**config.mk**
```make
export PLATFORM = sky130hd
export DESIGN_NAME = door_closing_obstacle_detector_core
export DESIGN_NICKNAME = d
export VERILOG_FILES = /design/src/rtl/core/dcod_pkg.sv /design/src/rtl/core/dcod_eval.sv /design/src/rtl/core/door_closing_obstacle_detector_core.sv
export SDC_FILE = /design/constraint.sdc
export NUM_CORES = 1
export LEC_CHECK = 0
export ABC_CLOCK_PERIOD_IN_PS = 4500
export BUFFER_PORTS_ARGS = -buffer_cell sky130_fd_sc_hd__buf_4
export CORE_ASPECT_RATIO = 1.2
export CORE_MARGIN = 5
export CORE_UTILIZATION = 55
export CTS_CLUSTER_SIZE = 12
export DETAILED_ROUTE_END_ITERATION = 7
export HOLD_SLACK_MARGIN = 0.1
export PLACE_DENSITY_LB_ADDON = 0.1
export SLEW_MARGIN = 0
export SYNTH_ARGS = -nofsm -noshare
export SYNTH_HDL_FRONTEND = slang
export SYNTH_SLANG_ARGS = --single-unit
```
**constraint.sdc**
```tcl
create_clock -name clk -period 4.5 [get_ports clk]
set_clock_uncertainty 0.05 [all_clocks]
set_input_delay 0.225 -clock clk [delete_from_list [all_inputs] [get_ports clk]]
set_output_delay 0.225 -clock clk [all_outputs]
set_load 0.005 [all_outputs]
```
**src/rtl/core/dcod_pkg.sv**
```systemverilog
package dcod_pkg;

  // timing windows
  localparam logic [15:0] EARLY_MS = 16'd1000;
  localparam logic [31:0] CHECK_WAIT_MS = 32'd500;
  localparam logic [16:0] BEMF_DELAY_MS = 17'd3000;

  // position limits, pulses
  localparam logic signed [15:0] FAR_POS = 16'sd4000;
  localparam logic signed [15:0] NEAR_POS = 16'sd5;

  // velocity limits
  localparam logic signed [16:0] VEL_SLOW_FAR = 17'sd1;
  localparam logic signed [16:0] VEL_SLOW_MID = 17'sd2;
  localparam logic signed [16:0] VEL_NORM = 17'sd4;

  // current thresholds
  localparam logic [11:0] SLOW_CUR = 12'd500;
  localparam logic [11:0] SLOW_FAR_CUR = 12'd300;
  localparam logic [11:0] END_CUR_SWITCH = 12'd400;
  localparam logic [11:0] NORM_CUR1 = 12'd300;
  localparam logic [11:0] NORM_CUR23 = 12'd150;
  localparam logic [11:0] BEMF_OBS_CUR = 12'd500;
  localparam logic [11:0] BEMF_END_CUR = 12'd300;

  // hold counts
  localparam logic [7:0] BEMF_HOLD = 8'd3;
  localparam logic [7:0] HOLD23 = 8'd20;
  localparam logic [7:0] HOLD1 = 8'd5;
  localparam logic [7:0] COUNT_MAX = 8'd255;

  typedef struct packed {
    logic [31:0]        now_ms;
    logic [15:0]        elapsed_ms;
    logic signed [15:0] position;
    logic [11:0]        motor_current;
    logic               door_closed_switch;
    logic               lock_switch;
    logic               close_switch;
    logic               slow_mode;
    logic               encoder_fault;
    logic               clear_count;
  } item_t;

  typedef struct packed {
    logic [7:0]         hit_counter;
    logic [7:0]         obstacle_count;
    logic signed [15:0] last_position;
    logic               check_armed;
    logic [31:0]        check_start_ms;
  } state_t;

  typedef struct packed {
    logic       closed_by_position;
    logic       closed_by_current;
    logic       reopen_request;
    logic       stop_regulation;
    logic       force_closed;
    logic [7:0] obstacle_total;
  } result_t;

endpackage

```
**src/rtl/core/dcod_eval.sv**
```systemverilog
module dcod_eval
  import dcod_pkg::*;
(
  input  item_t       item,
  input  state_t      st,
  input  logic [15:0] extra_close_ms,
  output state_t      st_next,
  output result_t     res
);

  typedef struct packed {
    logic [7:0]  hc;
    logic [7:0]  oc;
    logic        armed;
    logic [31:0] start;
    logic        f_pos;
    logic        f_cur;
    logic        f_reopen;
    logic        f_stop;
    logic        f_force;
  } work_t;

  function automatic logic [7:0] sat_inc(input logic [7:0] v);
    return (v == COUNT_MAX) ? v : v + 8'd1;
  endfunction

  // velocity-qualified obstacle rules, hold count chosen by obstacle count
  function automatic work_t obstacle_rules(input work_t w_in, input logic [11:0] cur,
                                           input logic [11:0] th1, input logic [7:0] need1,
                                           input logic [11:0] th23);
    work_t w;
    w = w_in;
    if (w.oc == 8'd0) begin
      if (cur > th1) begin
        w.hc = w.hc + 8'd1;
        if (w.hc >= need1) begin
          w.f_stop = 1'b1;
          w.hc = '0;
          w.oc = sat_inc(w.oc);
          w.f_reopen = 1'b1;
        end
      end else begin
        w.hc = '0;
      end
    end else if (cur > th23) begin
      w.hc = w.hc + 8'd1;
      if (w.hc > HOLD23) begin
        w.hc = '0;
        w.oc = sat_inc(w.oc);
        w.f_reopen = 1'b1;
      end
    end
    return w;
  endfunction

  work_t              w;
  logic signed [16:0] vel;
  logic               late;
  logic [11:0]        cur;
  logic               dcl;
  logic               dls;
  logic               dcs;
  logic signed [15:0] pos;
  logic [31:0]        wait_ms;
  logic [16:0]        bemf_limit;

  always_comb begin
    w = '0;
    w.hc = st.hit_counter;
    w.oc = item.clear_count ? 8'd0 : st.obstacle_count;
    w.armed = st.check_armed;
    w.start = st.check_start_ms;
    pos = item.position;
    cur = item.motor_current;
    dcl = item.door_closed_switch;
    dls = item.lock_switch;
    dcs = item.close_switch;
    vel = {st.last_position[15], st.last_position} - {pos[15], pos};
    late = item.elapsed_ms > EARLY_MS;
    wait_ms = item.now_ms - st.check_start_ms;
    bemf_limit = {1'b0, extra_close_ms} + BEMF_DELAY_MS;
    st_next.last_position = st.last_position;

    if (!item.encoder_fault) begin
      if (item.slow_mode) begin
        if (late) begin
          if (dcl) begin
            w.armed = 1'b0;
            w.hc = '0;
            w.f_pos = 1'b1;
          end else if (pos > FAR_POS) begin
            if (dls) begin
              w.hc = '0;
              w.armed = 1'b0;
              w.f_pos = 1'b1;
            end else if (!w.armed) begin
              w.start = item.now_ms;
              w.armed = 1'b1;
            end else if (wait_ms > CHECK_WAIT_MS && vel < VEL_SLOW_FAR) begin
              if (cur > SLOW_FAR_CUR) begin
                w.hc = w.hc + 8'd1;
                if (w.hc >= HOLD23) begin
                  w.f_stop = 1'b1;
                  w.hc = '0;
                  w.oc = sat_inc(w.oc);
                  w.f_reopen = 1'b1;
                  w.armed = 1'b0;
                end
              end else begin
                w.hc = '0;
              end
            end
          end else if (pos < NEAR_POS) begin
            w.armed = 1'b0;
            if (cur > SLOW_CUR) begin
              w.hc = w.hc + 8'd1;
              if (w.hc >= HOLD23) begin
                w.f_cur = 1'b1;
                w.f_pos = 1'b1;
                w.hc = '0;
                w.f_force = 1'b1;
              end
            end
          end else begin
            w.armed = 1'b0;
            if (vel < VEL_SLOW_MID) begin
              w = obstacle_rules(w, cur, SLOW_CUR, HOLD23, SLOW_CUR);
            end
          end
        end else begin
          if (dcl) begin
            w.f_pos = 1'b1;
          end else if (dls) begin
            if (cur > SLOW_FAR_CUR && (w.hc + 8'd1) >= HOLD23) begin
              w.f_cur = 1'b1;
            end
          end else if (pos < NEAR_POS) begin
            if (cur > END_CUR_SWITCH && (w.hc + 8'd1) >= HOLD23) begin
              w.f_cur = 1'b1;
              w.f_force = 1'b1;
            end
          end
          // early window: counter cleared at end of tick
          w.hc = '0;
        end
      end else begin
        if (late && pos < NEAR_POS) begin
          if (dcl) begin
            w.hc = '0;
            w.f_pos = 1'b1;
          end else if ((dcs || dls) && cur > END_CUR_SWITCH) begin
            w.hc = w.hc + 8'd1;
            if (w.hc > HOLD23) begin
              w.hc = '0;
              w.f_cur = 1'b1;
            end
          end else if (cur > NORM_CUR1) begin
            w.hc = w.hc + 8'd1;
            if (w.hc >= HOLD23) begin
              w.f_cur = 1'b1;
              w.f_pos = 1'b1;
              w.hc = '0;
              w.f_force = 1'b1;
            end
          end
        end else if (late) begin
          if (vel < VEL_NORM) begin
            w = obstacle_rules(w, cur, NORM_CUR1, HOLD1, NORM_CUR23);
          end
        end else begin
          if (dcl) begin
            w.f_pos = 1'b1;
          end else if ((dcs || dls) && cur > END_CUR_SWITCH && (w.hc + 8'd1) > HOLD23) begin
            w.f_cur = 1'b1;
          end
          w.hc = '0;
        end
      end
      st_next.last_position = pos;
    end else if (!dcl) begin
      // back-emf obstacle: counted, no reopen
      if (cur > BEMF_OBS_CUR) begin
        w.hc = w.hc + 8'd1;
        if (w.hc > BEMF_HOLD) begin
          w.hc = '0;
          w.oc = sat_inc(w.oc);
        end
      end
    end else if (cur > BEMF_END_CUR && {1'b0, item.elapsed_ms} > bemf_limit) begin
      w.hc = w.hc + 8'd1;
      if (w.hc > BEMF_HOLD) begin
        w.hc = '0;
        w.f_cur = 1'b1;
      end
    end

    if (dcl) begin
      w.f_pos = 1'b1;
    end

    st_next.hit_counter = w.hc;
    st_next.obstacle_count = w.oc;
    st_next.check_armed = w.armed;
    st_next.check_start_ms = w.start;

    res.closed_by_position = w.f_pos;
    res.closed_by_current = w.f_cur;
    res.reopen_request = w.f_reopen;
    res.stop_regulation = w.f_stop;
    res.force_closed = w.f_force;
    res.obstacle_total = w.oc;
  end

endmodule

```
**src/rtl/core/door_closing_obstacle_detector_core.sv**
```systemverilog
// door closing obstacle detector, one transaction per 10 ms control tick
//
// input channel (in_valid / in_ready) carries one tick sample: time stamps,
// encoder position, motor current, switches and mode flags. the output
// channel (out_valid / out_ready) returns one decision set per tick, in order.
// cfg_write_en / cfg_write_data load extra_close_ms, the back-emf end delay
// added to 3000 ms; write it only while no transaction is in flight.
//
// an accepted tick goes into the input register, then through the decision
// logic into the result register, which raises out_valid.
// throughput: one tick per cycle while out_ready is high; decision logic is a
// single pass of compares and small counter updates between the two registers.
//
// reset clears the hit counter, obstacle count, last position, check timer
// and extra_close_ms, and empties both registers.
// when out_ready is low and a result waits, the result register holds and the
// input register keeps one more tick; in_ready drops only when both are full.
module door_closing_obstacle_detector_core
  import dcod_pkg::*;
(
  input  logic               clk,
  input  logic               rst,

  input  logic               cfg_write_en,
  input  logic [15:0]        cfg_write_data,

  input  logic               in_valid,
  output logic               in_ready,
  input  logic [31:0]        now_ms,
  input  logic [15:0]        elapsed_ms,
  input  logic signed [15:0] position,
  input  logic [11:0]        motor_current,
  input  logic               door_closed_switch,
  input  logic               lock_switch,
  input  logic               close_switch,
  input  logic               slow_mode,
  input  logic               encoder_fault,
  input  logic               clear_count,

  output logic               out_valid,
  input  logic               out_ready,
  output logic               closed_by_position,
  output logic               closed_by_current,
  output logic               reopen_request,
  output logic               stop_regulation,
  output logic               force_closed,
  output logic [7:0]         obstacle_total
);

  logic [15:0] extra_close_ms;
  item_t       item;
  logic        item_valid;
  state_t      st;
  state_t      st_next;
  result_t     res_next;
  result_t     res;
  logic        advance;

  assign advance = item_valid && (!out_valid || out_ready);
  assign in_ready = !item_valid || advance;

  always_ff @(posedge clk) begin
    if (rst) begin
      extra_close_ms <= '0;
    end else if (cfg_write_en) begin
      extra_close_ms <= cfg_write_data;
    end
  end

  always_ff @(posedge clk) begin
    if (rst) begin
      item_valid <= 1'b0;
    end else if (in_ready) begin
      item_valid <= in_valid;
    end
  end

  always_ff @(posedge clk) begin
    if (in_valid && in_ready) begin
      item.now_ms <= now_ms;
      item.elapsed_ms <= elapsed_ms;
      item.position <= position;
      item.motor_current <= motor_current;
      item.door_closed_switch <= door_closed_switch;
      item.lock_switch <= lock_switch;
      item.close_switch <= close_switch;
      item.slow_mode <= slow_mode;
      item.encoder_fault <= encoder_fault;
      item.clear_count <= clear_count;
    end
  end

  dcod_eval u_eval (
    .item           (item),
    .st             (st),
    .extra_close_ms (extra_close_ms),
    .st_next        (st_next),
    .res            (res_next)
  );

  always_ff @(posedge clk) begin
    if (rst) begin
      st <= '0;
    end else if (advance) begin
      st <= st_next;
    end
  end

  always_ff @(posedge clk) begin
    if (rst) begin
      out_valid <= 1'b0;
    end else if (advance) begin
      out_valid <= 1'b1;
    end else if (out_ready) begin
      out_valid <= 1'b0;
    end
  end

  always_ff @(posedge clk) begin
    if (advance) begin
      res <= res_next;
    end
  end

  assign closed_by_position = res.closed_by_position;
  assign closed_by_current = res.closed_by_current;
  assign reopen_request = res.reopen_request;
  assign stop_regulation = res.stop_regulation;
  assign force_closed = res.force_closed;
  assign obstacle_total = res.obstacle_total;

`ifndef ASSERT_OFF
  a_stop_implies_reopen: assert property (@(posedge clk) disable iff (rst)
    out_valid && stop_regulation |-> reopen_request)
    else $error("stop_regulation without reopen_request");

  a_force_implies_current: assert property (@(posedge clk) disable iff (rst)
    out_valid && force_closed |-> closed_by_current)
    else $error("force_closed without closed_by_current");

  a_count_no_wrap: assert property (@(posedge clk) disable iff (rst)
    advance && !item.clear_count |-> st_next.obstacle_count >= st.obstacle_count)
    else $error("obstacle count decreased without clear");

  a_ready_when_empty: assert property (@(posedge clk) disable iff (rst)
    !in_ready |-> item_valid && out_valid && !out_ready)
    else $error("input stalled while a register is free");
`endif

endmodule
```
==> impl_metrics.env <==
export IMPL_status="complete, no violations"
export IMPL_clock_sinks=178
export IMPL_clock_fmax_mhz=233.4
export IMPL_place_gp_congestion=0.9637
export IMPL_crit_top_cell="o21ai_1"
export IMPL_final_nets=1744
export IMPL_hpwlAfterDp_um=23200
export IMPL_reg2regPathDepth=16
export IMPL_r2r_start="item[50]$_DFFE_PP_"
export IMPL_fin_crit_sh_pct=95.20
export IMPL_drt_wirelength_per_cell_um=18.22
export IMPL_antenna_left=0
export IMPL_worstSetupPathType="flip-flop to flip-flop"
export IMPL_fillers=1645
export IMPL_antenna_cells=0
export IMPL_rrSetupSlack_ns=0.22
export IMPL_min_from="cfg_write_en"
export IMPL_synth_nets=1544
export IMPL_hold_path_depth=3
export IMPL_synth_edf_count=95
export IMPL_ir_drop_v=0.0002631
export IMPL_cp_slowest_cell="or4_4"
export IMPL_netlist_area_um2=11850
export IMPL_die_y_um=170.8
export IMPL_wl_um=33770
export IMPL_antenna_found_initial=0
export IMPL_crit_path_max_incr_delay_ns=0.54
export IMPL_synthFlopType="edfxtp_1"
export IMPL_h_tree_depth=4
export IMPL_cts_clk_slew_worst_paths_ns=0.08
export IMPL_crit_buf_inv=2
export IMPL_slew_limit_headroom_pct=25.99
export IMPL_root_buffer="clkbuf_16"
export IMPL_die_x_um=144.0
export IMPL_start_kind="flip-flop"
export IMPL_grt_usage_pct=27.71
export IMPL_p_leak_uw=0.005655
export IMPL_drive_above_1_share_pct=14.90
export IMPL_cp_arrival_ns=4.58
export IMPL_initial_utilization_pct=56.11
export IMPL_yosysWarnings=0
export IMPL_cts_tree="built"
export IMPL_fin_setup_tns_ns=0
export IMPL_power_density_nw_per_um2=282.5
export IMPL_avgViaCountPerCell=5.964
export IMPL_path_max_fanout=5
export IMPL_numPortBuffers=117
export IMPL_synth_seq_cells=178
export IMPL_ys_seq_area_share_pct=38.10
export IMPL_clock_latency_ns=0.45
export IMPL_startpoint="item[50]$_DFFE_PP_"
export IMPL_final_core_util_pct=69.20
export IMPL_period_minus_slack_ns=4.284
export IMPL_crit_path_end_kind="flip-flop"
export IMPL_max_cap_viol_count=0
export IMPL_grt_pass1_wl_um=54880
export IMPL_grt_pass1_vias=11202
export IMPL_holdPathEnd="extra_close_ms[5]$_SDFFE_PP0P_"
export IMPL_cp_required_ns=4.79
export IMPL_timing_rr_end="st[57]$_SDFFE_PP0P_"
export IMPL_worst_pin_slew_ns=1.106
export IMPL_hold_viol=0
export IMPL_clk_path_buf_depth=2
export IMPL_core_rowCount=58
export IMPL_syn_mean_instance_area_um2=8.643
export IMPL_vias=11057
export IMPL_synth_cells=1371
export IMPL_dr_pass1_iters=6
export IMPL_core_area_um2=21120
export IMPL_setup_viol=0
export IMPL_drtIter0Drc=738
export IMPL_drc=0
export IMPL_critPathTopFamily="compound AO/OA/AOI/OAI gates"
export IMPL_path_cells="inv_1, ha_1, fa_1, nor2b_2, o2111ai_4, a211oi_2, o21ai_1, a31oi_1, xnor2_1, or4_4, nor4_4, buf_4, o21ai_1, a31oi_2, a21oi_1, mux2_2"
export IMPL_io_pins=118
export IMPL_grt_overflow=0
export IMPL_drv_slew=0
export IMPL_grt_max_degree=80
export IMPL_ys_types=97
export IMPL_cts_buffers=17
export IMPL_area_delta_synth_final_pct=23.32
export IMPL_die_area_um2=24590
export IMPL_synthArstFlopShare_pct=0
export IMPL_min_path_type="primary input to flip-flop"
[timing repair]
action / 4_1_cts / 5_1_grt
setup endpoints to repair: 0 / 21
gates resized for setup: 0 / 14
hold buffers: 101 / 0
setup buffers: 0 / 4
endpoints found under the hold margin: 100 / 0
[placed cells by master, fill, tap and decap left out, drive strengths merged, types with 7 or more instances in the layout]
cell / synthesis / final
mux2i: 26 / 26
or4: 8 / 8
nand2b: 18 / 18
nand3: 75 / 75
or3: 11 / 11
a211oi: 16 / 16
nor3: 32 / 32
xnor2: 22 / 22
nor2: 122 / 122
edfxtp: 95 / 95
buf: 13 / 145
o211ai: 11 / 11
o221ai: 7 / 7
o31ai: 14 / 14
nor4: 14 / 14
a21o: 14 / 14
inv: 85 / 92
nand4: 26 / 26
dfxtp: 83 / 83
xor2: 16 / 16
a21oi: 131 / 131
nand2: 153 / 153
ha: 68 / 68
and2: 16 / 16
nor2b: 16 / 16
a211o: 9 / 9
dlygate4sd3: 0 / 101
o22ai: 11 / 11
o21ai: 64 / 64
o21a: 17 / 17
a31oi: 15 / 15
and3: 13 / 13
clkbuf: 50 / 18
[kinds of logic (layout without fill, tap and decap cells)]
| logic type | count (synthesis) | in the layout | synth area share [%] |
|---|---|---|---|
| buffers and inverters | 150 | 363 | 5.649 |
| DFF | 178 | 178 | 38.10 |
| xor gates and xnor gates | 38 | 38 | 2.808 |
| AOI/OAI and AO/OA | 372 | 372 | 20.95 |
| and+or+nand+nor | 532 | 532 | 22.31 |
| adders and majority gates | 70 | 70 | 7.518 |
| muxes | 31 | 31 | 2.671 |
[how the worst max path moves through the flow]
stage	depth (start not counted)	to
finish	16	st[57]$_SDFFE_PP0P_
global route	15	obstacle_total[4]$_DFFE_PP_
CTS	14	st[54]$_SDFFE_PP0P_
detailed placement	14	st[54]$_SDFFE_PP0P_
global placement	16	st[61]$_SDFFE_PP0P_
floorplan	14	obstacle_total[4]$_DFFE_PP_
[through the flow]
step	hold WS [ns]	total power, uW	std cells	worst slack [ns]	area, um2
detailed placement	0.3543	2532	1717	0.1489	12900
global route	0.2071	4289	1854	-0.003288	14610
global placement	0.3533	2526	1717	0.2137	12900
floorplan	0.2739	2317	1371	0.5080	11850
CTS	0.1769	4122	1850	0.1133	14510
finish	0.1952	4129	1854	0.2160	14610
[registers in the layout (all words and copies together) (netlist names)]
| name | count |
|---|---|
| reopen_request | 1 |
| obstacle_total | 8 |
| st | 65 |
| item_valid | 1 |
| stop_regulation | 1 |
| extra_close_ms | 16 |
| force_closed | 1 |
| closed_by_position | 1 |
| closed_by_current | 1 |
| item | 82 |
| out_valid | 1 |
[per-layer routing]
layer	track usage, %	wire length, um	up-vias
met5	0	0	-
met4	11.30	1124	0
met3	4.138	1761	84
met2	50.93	17650	376
met1	31.87	13230	5178
li1	-	-	5419
[synth_stat cells (26+ instances only)]
| cell | number | share of area (%) |
|---|---|---|
| a21oi_1 | 129 | 5.4 |
| clkbuf_1 | 46 | 1.5 |
| dfxtp_1 | 83 | 14 |
| edfxtp_1 | 95 | 24 |
| ha_1 | 68 | 7.2 |
| inv_1 | 85 | 2.7 |
| mux2i_1 | 26 | 2.2 |
| nand2_1 | 153 | 4.8 |
| nand3_1 | 75 | 3.2 |
| nor2_1 | 122 | 3.9 |
| nor3_1 | 32 | 1.4 |
| o21ai_0 | 55 | 2.3 |
[power breakdown]
part	switching (uW)	internal, uW	total [uW]
clock network	726	808	1530
registers	56.2	1790	1840
logic	410	341	752
total	1190	2940	4130
[area by class of cell]
| type | count | area [um2] | share of cell area, % |
|---|---|---|---|
| multi-input combinational | 1043 | 6741 | 46.13 |
| sequential | 178 | 4514 | 30.89 |
| timing repair buffer | 246 | 2100 | 14.37 |
| clock buffer | 18 | 439.2 | 3.005 |
| tap | 270 | 337.8 | 2.312 |
| inverter | 85 | 319.1 | 2.183 |
| clock inverter | 14 | 162.7 | 1.113 |
[worst register-to-register path, delay by kind of cell, from the launching register on]
family,cells,cell delay [ns]
flops,1,0.34
xor+xnor,1,0.10
buf+inv,2,0.26
simple gates,3,1.13
fa+ha+maj,2,0.63
compound gates,7,1.43
mux,1,0.27
Power figures use the tool's default switching activity.
